## src/rtl/vpm_pkg.sv

```systemverilog
`timescale 1ns / 1ps
// ----------------------------------------------------------------------------
// vpm_pkg
// shared types and constants of the valve position mode machine
// ----------------------------------------------------------------------------
package vpm_pkg;

  localparam int DbWidth  = 10;
  localparam int StWidth  = 10;
  localparam int FsWidth  = 14;
  localparam int CfgWidth = 14;
  localparam int IdxWidth = 2;
  localparam int TgtWidth = 14;
  localparam int OutPosWidth = 16;

  localparam logic [DbWidth-1:0] DeadbandRst  = 10'd10;
  localparam logic [StWidth-1:0] StepSizeRst  = 10'd10;
  localparam logic [FsWidth-1:0] FullScaleRst = 14'd1000;

  typedef enum logic [IdxWidth-1:0] {
    REG_DEADBAND   = 2'd0,
    REG_STEP_SIZE  = 2'd1,
    REG_FULL_SCALE = 2'd2
  } vpm_reg_e;

  typedef enum logic [2:0] {
    MODE_IDLE   = 3'd0,
    MODE_OPEN   = 3'd1,
    MODE_CLOSED = 3'd2,
    MODE_UP     = 3'd3,
    MODE_DOWN   = 3'd4
  } vpm_mode_e;

  typedef struct packed {
    logic [DbWidth-1:0] deadband;
    logic [StWidth-1:0] step_size;
    logic [FsWidth-1:0] full_scale;
  } vpm_cfg_t;

endpackage

```

## src/rtl/valve_position_mode_machine.sv

```systemverilog
`timescale 1ns / 1ps
// ----------------------------------------------------------------------------
// valve_position_mode_machine
// simulated valve actuator with idle, open, closed, up and down modes
// ----------------------------------------------------------------------------
// Each accepted item (tuser 0 = new set position in tdata, tuser 1 = timer
// tick) yields exactly one result of position, mode and moving flag. The
// block takes one item every clock cycle while the result side does not stall;
// a result is presented on the master side through an input register and a
// result register, and the valve state is updated as the result register
// loads. Back-pressure on the result side holds the input register, so up to
// two items can be held while the output stalls. Configuration writes take
// effect on the next cycle and are meant for idle periods.
module valve_position_mode_machine
  import vpm_pkg::*;
#(
  parameter int POS_WIDTH = 16
) (
  input  logic                clk_i,
  input  logic                rst_ni,
  input  logic                cfg_we_i,
  input  logic [IdxWidth-1:0] cfg_idx_i,
  input  logic [CfgWidth-1:0] cfg_data_i,
  input  logic                s_axis_tvalid,
  output logic                s_axis_tready,
  input  logic [15:0]         s_axis_tdata,  // target_position[13:0], zero pad
  input  logic                s_axis_tuser,  // cmd
  output logic                m_axis_tvalid,
  input  logic                m_axis_tready,
  output logic [23:0]         m_axis_tdata   // position[15:0], mode[18:16], moving[19]
);

  vpm_cfg_t cfg;

  logic                in_valid_q;
  logic                in_cmd_q;
  logic [TgtWidth-1:0] in_tgt_q;
  logic                out_valid_q;
  logic [23:0]         out_data_q;
  logic [23:0]         out_data_d;
  logic                advance;

  logic signed [POS_WIDTH-1:0] cur_q, goal_q, step_q;
  logic signed [POS_WIDTH-1:0] cur_d, goal_d, step_d;
  vpm_mode_e                   mode_q, mode_d;

  vpm_cfg u_cfg (
    .clk_i      (clk_i),
    .rst_ni     (rst_ni),
    .cfg_we_i   (cfg_we_i),
    .cfg_idx_i  (cfg_idx_i),
    .cfg_data_i (cfg_data_i),
    .cfg_o      (cfg)
  );

  vpm_step #(
    .POS_WIDTH (POS_WIDTH)
  ) u_step (
    .cfg_i    (cfg),
    .cmd_i    (in_cmd_q),
    .target_i (in_tgt_q),
    .cur_i    (cur_q),
    .goal_i   (goal_q),
    .step_i   (step_q),
    .mode_i   (mode_q),
    .cur_o    (cur_d),
    .goal_o   (goal_d),
    .step_o   (step_d),
    .mode_o   (mode_d)
  );

  assign advance       = in_valid_q && (!out_valid_q || m_axis_tready);
  assign s_axis_tready = !in_valid_q || advance;

  assign out_data_d = {4'b0000,
                       (mode_d == MODE_UP || mode_d == MODE_DOWN),
                       mode_d,
                       OutPosWidth'($signed(cur_d))};

  always_ff @(posedge clk_i or negedge rst_ni) begin
    if (!rst_ni) begin
      in_valid_q  <= 1'b0;
      out_valid_q <= 1'b0;
      cur_q       <= '0;
      goal_q      <= '0;
      step_q      <= '0;
      mode_q      <= MODE_IDLE;
    end else begin
      if (s_axis_tvalid && s_axis_tready) begin
        in_valid_q <= 1'b1;
      end else if (advance) begin
        in_valid_q <= 1'b0;
      end
      if (advance) begin
        out_valid_q <= 1'b1;
        cur_q       <= cur_d;
        goal_q      <= goal_d;
        step_q      <= step_d;
        mode_q      <= mode_d;
      end else if (m_axis_tready) begin
        out_valid_q <= 1'b0;
      end
    end
  end

  always_ff @(posedge clk_i) begin
    if (s_axis_tvalid && s_axis_tready) begin
      in_cmd_q <= s_axis_tuser;
      in_tgt_q <= s_axis_tdata[TgtWidth-1:0];
    end
    if (advance) begin
      out_data_q <= out_data_d;
    end
  end

  assign m_axis_tvalid = out_valid_q;
  assign m_axis_tdata  = out_data_q;

endmodule

```

## src/rtl/vpm_cfg.sv

```systemverilog
`timescale 1ns / 1ps
// ----------------------------------------------------------------------------
// vpm_cfg
// configuration register file: deadband, step size, full scale
// ----------------------------------------------------------------------------
module vpm_cfg
  import vpm_pkg::*;
(
  input  logic                clk_i,
  input  logic                rst_ni,
  input  logic                cfg_we_i,
  input  logic [IdxWidth-1:0] cfg_idx_i,
  input  logic [CfgWidth-1:0] cfg_data_i,
  output vpm_cfg_t            cfg_o
);

  vpm_cfg_t cfg_q;

  always_ff @(posedge clk_i or negedge rst_ni) begin
    if (!rst_ni) begin
      cfg_q.deadband   <= DeadbandRst;
      cfg_q.step_size  <= StepSizeRst;
      cfg_q.full_scale <= FullScaleRst;
    end else if (cfg_we_i) begin
      unique case (cfg_idx_i)
        REG_DEADBAND:   cfg_q.deadband   <= cfg_data_i[DbWidth-1:0];
        REG_STEP_SIZE:  cfg_q.step_size  <= cfg_data_i[StWidth-1:0];
        REG_FULL_SCALE: cfg_q.full_scale <= cfg_data_i[FsWidth-1:0];
        default: ;
      endcase
    end
  end

  assign cfg_o = cfg_q;

endmodule

```

## src/rtl/vpm_step.sv

```systemverilog
`timescale 1ns / 1ps
// ----------------------------------------------------------------------------
// vpm_step
// next-state logic for one set-position or tick item
// ----------------------------------------------------------------------------
module vpm_step
  import vpm_pkg::*;
#(
  parameter int POS_WIDTH = 16
) (
  input  vpm_cfg_t                     cfg_i,
  input  logic                         cmd_i,
  input  logic [TgtWidth-1:0]          target_i,
  input  logic signed [POS_WIDTH-1:0]  cur_i,
  input  logic signed [POS_WIDTH-1:0]  goal_i,
  input  logic signed [POS_WIDTH-1:0]  step_i,
  input  vpm_mode_e                    mode_i,
  output logic signed [POS_WIDTH-1:0]  cur_o,
  output logic signed [POS_WIDTH-1:0]  goal_o,
  output logic signed [POS_WIDTH-1:0]  step_o,
  output vpm_mode_e                    mode_o
);

  localparam int EW = POS_WIDTH + 2;
  localparam int CW = ((POS_WIDTH > 15) ? POS_WIDTH : 15) + 1;

  logic signed [POS_WIDTH-1:0] tgt_w;
  logic signed [POS_WIDTH-1:0] step_up;
  logic signed [POS_WIDTH-1:0] step_dn;
  logic signed [EW-1:0]        err;
  logic signed [EW-1:0]        db_s;
  logic signed [POS_WIDTH-1:0] p_nxt;
  logic signed [CW-1:0]        p_c;
  logic signed [CW-1:0]        fs_c;
  logic signed [CW-1:0]        st_c;
  logic                        err_gt_db;
  logic                        err_lt_ndb;

  assign tgt_w   = POS_WIDTH'(target_i);
  assign step_up = POS_WIDTH'(cfg_i.step_size);
  assign step_dn = -step_up;
  assign err     = EW'($signed(tgt_w)) - EW'($signed(cur_i));
  assign db_s    = EW'($signed({1'b0, cfg_i.deadband}));
  assign err_gt_db  = err > db_s;
  assign err_lt_ndb = err < -db_s;

  assign p_nxt = cur_i + step_i;
  assign p_c   = CW'($signed(p_nxt));
  assign fs_c  = CW'($signed({1'b0, cfg_i.full_scale}));
  assign st_c  = CW'($signed({1'b0, cfg_i.step_size}));

  always_comb begin
    cur_o  = cur_i;
    goal_o = goal_i;
    step_o = step_i;
    mode_o = mode_i;
    if (!cmd_i) begin
      goal_o = tgt_w;
      unique case (mode_i)
        MODE_IDLE: begin
          if (err_gt_db) begin
            step_o = step_up;
            mode_o = MODE_UP;
          end else if (err_lt_ndb) begin
            step_o = step_dn;
            mode_o = MODE_DOWN;
          end
        end
        MODE_OPEN: begin
          if (err_lt_ndb) begin
            step_o = step_dn;
            mode_o = MODE_DOWN;
          end
        end
        MODE_CLOSED: begin
          if (err_gt_db) begin
            step_o = step_up;
            mode_o = MODE_UP;
          end
        end
        MODE_UP: begin
          if (err < 0) begin
            step_o = '0;
            mode_o = MODE_IDLE;
          end
        end
        MODE_DOWN: begin
          if (err > 0) begin
            step_o = '0;
            mode_o = MODE_IDLE;
          end
        end
        default: ;
      endcase
    end else if (mode_i == MODE_UP || mode_i == MODE_DOWN) begin
      cur_o = p_nxt;
      if (p_nxt == goal_i) begin
        if (p_c >= fs_c - st_c) begin
          mode_o = MODE_OPEN;
        end else if (p_c < st_c) begin
          mode_o = MODE_CLOSED;
        end else begin
          mode_o = MODE_IDLE;
        end
      end else if (p_nxt >= goal_i && mode_i == MODE_UP) begin
        mode_o = MODE_IDLE;
      end else if (p_nxt <= goal_i && mode_i == MODE_DOWN) begin
        mode_o = MODE_IDLE;
      end else if (p_c >= fs_c) begin
        mode_o = MODE_OPEN;
      end else if (p_c <= 0) begin
        mode_o = MODE_CLOSED;
      end
    end
  end

endmodule

```

## config.mk

```make
export PLATFORM = sky130hd
export DESIGN_NAME = valve_position_mode_machine
export DESIGN_NICKNAME = d
export VERILOG_FILES = /design/src/rtl/vpm_pkg.sv /design/src/rtl/valve_position_mode_machine.sv /design/src/rtl/vpm_cfg.sv /design/src/rtl/vpm_step.sv
export SDC_FILE = /design/constraint.sdc
export NUM_CORES = 1
export LEC_CHECK = 0
export ABC_AREA = 1
export ABC_CLOCK_PERIOD_IN_PS = 4800
export BUFFER_PORTS_ARGS = -buffer_cell sky130_fd_sc_hd__buf_2
export CORE_MARGIN = 2
export CORE_UTILIZATION = 63
export DETAILED_ROUTE_END_ITERATION = 8
export PLACE_DENSITY = 0.93
export SYNTH_ARGS = -nofsm -noshare
export SYNTH_HDL_FRONTEND = slang
export SYNTH_HIERARCHICAL = 1
export SYNTH_SLANG_ARGS = --single-unit
export TNS_END_PERCENT = 50
```

## constraint.sdc

```tcl
create_clock -name clk_i -period 4.8 [get_ports clk_i]
set_input_delay 0.96 -clock clk_i [delete_from_list [all_inputs] [get_ports clk_i]]
set_output_delay 0.96 -clock clk_i [all_outputs]
set_load 0.01 [all_outputs]
```

==> impl_metrics.yaml, run 1 <==
synthesis:
  yosysWarningCount: 6
  number_of_synthesized_flops_with_an_enable_pin: 35
  avgSynthCellArea_sq_um: 6.92
  netlist-cell-type-count: 48
  cell_area_after_technology_mapping_sq_um: 10900
  post_synth_inst_count: 1574
  dominantRegCellSynth: "dfrtp_1"
  synth-async-reset-ratio_pct: 71.3
  synth_sequential_area_ratio_pct: 29.8
  ys_seq_elements: 122
cells_and_area:
  layout.cells.most_common: "nand2_1"
  area_growth_pct: 9.05
  postLayoutCellArea_sq_um: 11900
  final_util_pct: 69.4
  finish.cell_count_without_fillers: 1853
  drive_above_1_share_pct: 8.85
  diodes: 0
  nNetsFinal: 1777
  fillers: 1371
  final_cell_mix: "517 x nand2_1, 246 x inv_1, 152 x nand3_1"
sta:
  maxSlewViolCount: 0
  timing.final.crit_period_ps: 4540
  max_slew.worst_pin.slew_ps: 744
  setup_violations: 0
  maxSlewHeadroom_pct: 50.4
  timing.hold.ws_ps: 476
  grt_setup_unrepaired: "false"
  timing.setup.tns_ps: 0
  hold_violations: 0
  fmaxAchievable_ghz: 0.220
  final_skew_ps: 8.49
  post-route-period-util_pct: 94.5
critical_path:
  setup.worst_path.start: "cur_q[0]"
  worst-path-max-fanout: 4
  critical_path_class: "reg -> reg"
  cp-end-kind: "flip-flop"
  crit_required_ps: 4980
  timing.critical_path.arrival_ps: 4710
  r2r_slack_ps: 260
  critPathLaunchType: "flip-flop"
  worst_flop_to_flop_path_startpoint: "cur_q[0]"
routing:
  detail_route.vias_per_cell: 5.84
  antenna_left: 0
  route.detailed.wl_per_inst_um: 16.2
  drt_first_iter_violations: 1458
  detail_route.wirelength_mm: 29.9
  total_vias_in_the_final_route: 10822
  drtPass1Iterations: 9
  drt_drc_violations_left: 0
power:
  power_frac_seq_pct: 20.1
  p_int_mw: 4.08
  share_clk_of_total_power_pct: 17.4
  pwrdens_nw_per_um2: 698
  vdd.ir_drop.worst_mv: 0.426
  sw_frac_of_total_pct: 50.8
  p_leak_nw: 6.58
  sw_power_mw: 4.22
  comb_power_share_pct: 62.5
floorplanning:
  fp.dieArea_sq_um: 18400
  die_width_um: 135
  core_area_sq_um: 17100
  row_count: 48
  die-height_um: 135
  top_level_ports: 64
  floorplan.initialDensity_pct: 63.6
placed_design:
  placed_cells_incl_taps: 1821
  numPortBuffers: 57
  detailed_place.area_sq_um: 11200
  finalWeightedCongestion: 0.974
  place_hpwl_mm: 22.2
clock_tree:
  cts_hold_buf: 0
  post_cts_resized: 0
  htreeDepth: 4
  clk_slew_on_worst_s_h_paths_ps: 60
  clkSinkCount: 122
  ctsRootBufferMaster: "clkbuf_16"
  clock_tree.buffer_depth: 2
  clk-insertion-delay-late_ps: 430
  cts_bufs_inserted: 17
  cts_setup_buffers: 0
  tritoncts: "built"
status:
  outcome: "complete, no violations"
global_route:
  grt_antenna_before_repair: 0
  grt_remaining_overflow: 0
  grt_first_pass_wirelength_mm: 47.6
  grt_max_degree: 54
  track_usage_pct: 33.3
  first_global_vias: 9798
run:
  max_cap_viol_count: 0
min_path:
  holdCritStartpoint: "goal_q[4]"
  hp-class: "reg -> reg"
==> cells by family after synthesis <==
| group | Yosys count | synth area share, % |
|---|---|---|
| AND/OR/NAND/NOR | 853 | 34.3 |
| buffers and inverters | 293 | 11.2 |
| AO/OA/AOI/OAI | 142 | 7.08 |
| adder cells (fa/ha/maj) | 124 | 14.5 |
| flip-flops | 122 | 29.8 |
| XOR/XNOR | 39 | 3.14 |
| other | 1 | 0.0344 |
==> worst paths after layout <==
kind / to / cells past startpoint
hold reg to reg: goal_q[4] / 2
min in group asynchronous: cur_q[11] / 1
max in group asynchronous: u_cfg/cfg_o[15] / 2
hold / removal: goal_q[4] / 2
setup reg to reg: m_axis_tdata[19] / 25
setup / recovery: m_axis_tdata[19] / 25
==> metrics by stage <==
stage / total power, mW / setup WS (ps)
final: 8.29 / 263
after detailed placement: 6.62 / 477
after global routing: 8.97 / 30.7
after CTS: 8.13 / 403
after global placement: 6.38 / 509
after floorplan: 5.36 / 1010
==> routing by layer <==
layer / track usage, % / routed length, um / part of all wire, %
met5: 0 / 0 / 0
met4: 18.7 / 1790 / 6.0
met3: 6.96 / 3010 / 10
met2: 53.3 / 13500 / 45
met1: 42.1 / 11700 / 39
==> worst max-delay path, cell delays in order (launching register included) <==
cell and delay, ps:
dfrtp_1 480, ha_1 250, inv_1 70, fa_1 430, o21ai_2 240, nand2_1 80
nand2_1 150, xor2_1 270, inv_1 230, ha_1 340, nand2_1 70, nor3_1 200
nand2_1 80, nand3_1 70, nand2_1 50, nand2_1 80, xor2_1 300, nor2_1 70
nor2_1 140, nand2_1 70, o21bai_1 140, nand2_1 70, nand2_1 200, nor2_1 70
nand2_1 60, o21ai_0 70
==> power by group through the flow <==
stage	clock network, mW	logic [mW]	registers [mW]
after global placement	0	4.73	1.66
final	1.44	5.18	1.67
after global routing	1.49	5.78	1.70
after floorplan	0	3.77	1.60
after detailed placement	0	4.95	1.67
after CTS	1.45	5.02	1.66
==> Yosys cell counts (all sizes together) (3+ instances only) <==
cell      n  area, sq um
fa        3         60.1
clkbuf    7         26.3
nand3   161          858
nor2     78          303
buf      36          256
dfstp    10          263
nor3     21          133
inv     250          938
nand3b    5         37.5
a21o      6         45.0
edfxtp   35         1050
nand4    46          288
nand2   533         2060
a21oi    61          309
dfrtp    77         1930
xnor2    11         96.3
xor2     28          245
o21ai    63          323
ha      121         1510
==> sequential cells by signal, indices dropped and copies added, names as in the netlist <==
name / cells
in_cmd_q: 1
mode_q: 3
cur_q: 16
in_valid_q: 1
goal_q: 16
u_cfg/cfg_o: 34
step_q: 16
in_tgt_q: 14
m_axis_tvalid: 1
m_axis_tdata: 20
==> area by class of cell <==
cell class              instances  area, sq um  area share (%)
repair buffers                 62          325            2.74
multi-input cells            1162         6440            54.2
flip-flops and latches        122         3240            27.3
inverters                     250          938            7.90
clock inverters                14          221            1.86
well taps                     225          282            2.37
clock buffers                  18          429            3.61
Note: power is estimated with default switching activity, not from simulation.
==> inputs of run 2 (changes only) <==
--- a/config.mk
+++ b/config.mk
@@ -7,7 +7,8 @@
 export LEC_CHECK = 0
 export ABC_AREA = 1
 export ABC_CLOCK_PERIOD_IN_PS = 4800
-export BUFFER_PORTS_ARGS = -buffer_cell sky130_fd_sc_hd__buf_2
+export BUFFER_PORTS_ARGS = -buffer_cell sky130_fd_sc_hd__buf_4
+export CORE_ASPECT_RATIO = 0.5
 export CORE_MARGIN = 2
 export CORE_UTILIZATION = 63
 export DETAILED_ROUTE_END_ITERATION = 8
==> run 2 against run 1 <==
  * Die area rose by 0.35%
  * Sequential share of layout area down 0.35 points
  * Maximum frequency up 0.30%
  * Design area is 1.3% higher
  * Hold slack better by 1.7 ps
  * Sequential power is essentially flat
  * Count of clock-buffer cells in the layout rose by 2
  * Clock power fell by 13%
  * Critical endpoint unchanged
  * Largest cell class unchanged
==> impl_metrics.yaml, run 2 (same netlist as run 1, synthesis figures left out) <==
status:
  outcome: "complete, no violations"
critical_path:
  timing.critical_path.arrival_ps: 4680
  critPathMostFrequentCell: "nand2_1"
  worstPathBufferInverterCount: 1
  crit_family: "simple AND/OR/NAND/NOR gates"
  crit_required_ps: 4960
  critPathLaunchType: "flip-flop"
  r2r_slack_ps: 280
  cp_slowest_stage_delay_ps: 560
  cp-end-kind: "flip-flop"
  critical_path_class: "reg -> reg"
  cp_slowest_cell: "dfstp_2"
  worst-path-max-fanout: 4
clock_tree:
  ctsRootBufferMaster: "clkbuf_16"
  cts_bufs_inserted: 17
  clk_slew_on_worst_s_h_paths_ps: 60
  clk-insertion-delay-late_ps: 430
  clkSinkCount: 122
  clock_tree.buffer_depth: 2
  tritoncts: "built"
  htreeDepth: 4
placed_design:
  place_hpwl_mm: 24.9
  finalWeightedCongestion: 1.01
  numPortBuffers: 57
  placed_cells_incl_taps: 1829
routing:
  met1_length_mm: 13.6
  detail_route.vias_per_cell: 5.86
  detail_route.wirelength_mm: 32.3
  met2RoutedLength_mm: 13.4
  total_vias_in_the_final_route: 10903
  route.detailed.wl_per_inst_um: 17.4
  top_layer: "met5"
  drtPass1Iterations: 8
  antenna_left: 0
  drt_first_iter_violations: 1197
  drt_drc_violations_left: 0
  wl_met3_mm: 4.39
sta:
  max_slew.worst_pin.slew_ps: 868
  maxSlewViolCount: 0
  final_skew_ps: 10.7
  timing.hold.ws_ps: 478
  timing.setup.tns_ps: 0
  grt_setup_unrepaired: "false"
  setup_violations: 0
  fmaxAchievable_ghz: 0.221
  timing.final.crit_period_ps: 4520
  post-route-period-util_pct: 94.2
  maxSlewHeadroom_pct: 42.1
  hold_violations: 0
power:
  sw_frac_of_total_pct: 52.5
  share_clk_of_total_power_pct: 14.8
  vdd.ir_drop.worst_mv: 0.295
  pwrdens_nw_per_um2: 707
  power_frac_seq_pct: 19.7
  p_int_mw: 4.04
  p_leak_nw: 6.61
  post-layout-total-power_mw: 8.50
  comb_power_share_pct: 65.5
  sw_power_mw: 4.46
run:
  max_cap_viol_count: 0
global_route:
  grt_remaining_overflow: 0
  grt_antenna_before_repair: 1
  grt_max_degree: 54
  grt_first_pass_wirelength_mm: 51.1
  first_global_vias: 10178
  track_usage_pct: 35.6
cells_and_area:
  layout.cells.most_common: "nand2_1"
  finish.cell_count_without_fillers: 1862
  largest_register_ff_count: 34
  fillers: 1331
  final_cell_mix: "515 x nand2_1, 246 x inv_1, 152 x nand3_1"
  diodes: 0
  final_util_pct: 72.3
  area_growth_pct: 10.5
  drive_above_1_share_pct: 9.54
  nNetsFinal: 1784
floorplanning:
  top_level_ports: 64
  floorplan.initialDensity_pct: 65.4
  fp.dieArea_sq_um: 18400
  die-height_um: 97.0
  core_area_sq_um: 16600
  row_count: 33
  die_width_um: 190
min_path:
  hp-class: "reg -> reg"
==> run 2: cell types whose count changed in the layout (fill, tap and decap cells not counted), sizes merged <==
cell	change
clkbuf	+2
clkinv	-2
bufinv	-3
inv	-1
clkinvlp	+4
buf	+7
==> run 2: area by class of cell <==
| class | instances | area, sq um | share of cell area [%] |
|---|---|---|---|
| Tap cell | 227 | 284 | 2.36 |
| Timing Repair Buffer | 69 | 518 | 4.30 |
| Sequential cell | 122 | 3240 | 26.9 |
| Inverter | 250 | 938 | 7.80 |
| Multi-Input combinational cell | 1162 | 6490 | 53.9 |
| Clock buffer | 20 | 437 | 3.63 |
| Clock inverter | 12 | 125 | 1.04 |
==> run 2: path summary, 6_finish.rpt <==
kind / start / end / cells after the start
max reg2reg: u_cfg/cfg_o[15] / m_axis_tdata[19] / 25
min reg2reg: goal_q[6] / goal_q[6] / 2
max in group asynchronous: rst_ni / u_cfg/cfg_o[27] / 2
min: goal_q[6] / goal_q[6] / 2
min in group asynchronous: rst_ni / cur_q[11] / 1
max: u_cfg/cfg_o[15] / m_axis_tdata[19] / 25
==> run 2: layer usage <==
metal	vias up	track usage, %
met3	81	10.5
met4	4	12.1
met2	679	53.0
met5	-	2.47
met1	4964	49.3
li1	5175	-
==> run 2: worst register-to-register path, stage by stage (launching register included) <==
cell      delay, ps
dfstp_2         560
inv_1           120
fa_1            440
nand3_1          80
and2_1          200
nor2_1           60
o21ai_0         160
nand2_1         130
a21oi_1         170
o21ai_1         140
a31oi_1         290
nand4_1         230
ha_1            350
nand4_1         160
a21oi_1          80
nor3b_2         190
nand2_1          70
nand2_1          70
nand4_1          80
a21oi_1         130
o21bai_1        120
nand2_1          70
nand2_2         150
nor2_1           60
nand2_1          60
o21ai_0         100
==> run 2: what timing repair did <==
item	4_1_cts	5_1_grt
hold buffers	0	0
setup buffers	0	1
endpoints found under the setup margin	0	5
gates resized for setup	0	10
==> run 2: power groups by stage <==
stage               Combinational, mW  Clock (mW)  Sequential, mW
finish                           5.57        1.26            1.68
global route                     6.14        1.30            1.71
CTS                              5.28        1.25            1.67
detailed placement               5.23           0            1.68
global placement                 4.94           0            1.67
floorplan                        3.77           0            1.60
==> run 2: per-stage QoR <==
step / area, sq um / worst slack (ps)
2_1_floorplan: 10900 / 1010
3_3_place_gp: 11400 / 403
3_5_place_dp: 11400 / 327
4_1_cts: 12000 / 206
5_1_grt: 12000 / 18.3
6_report: 12000 / 276
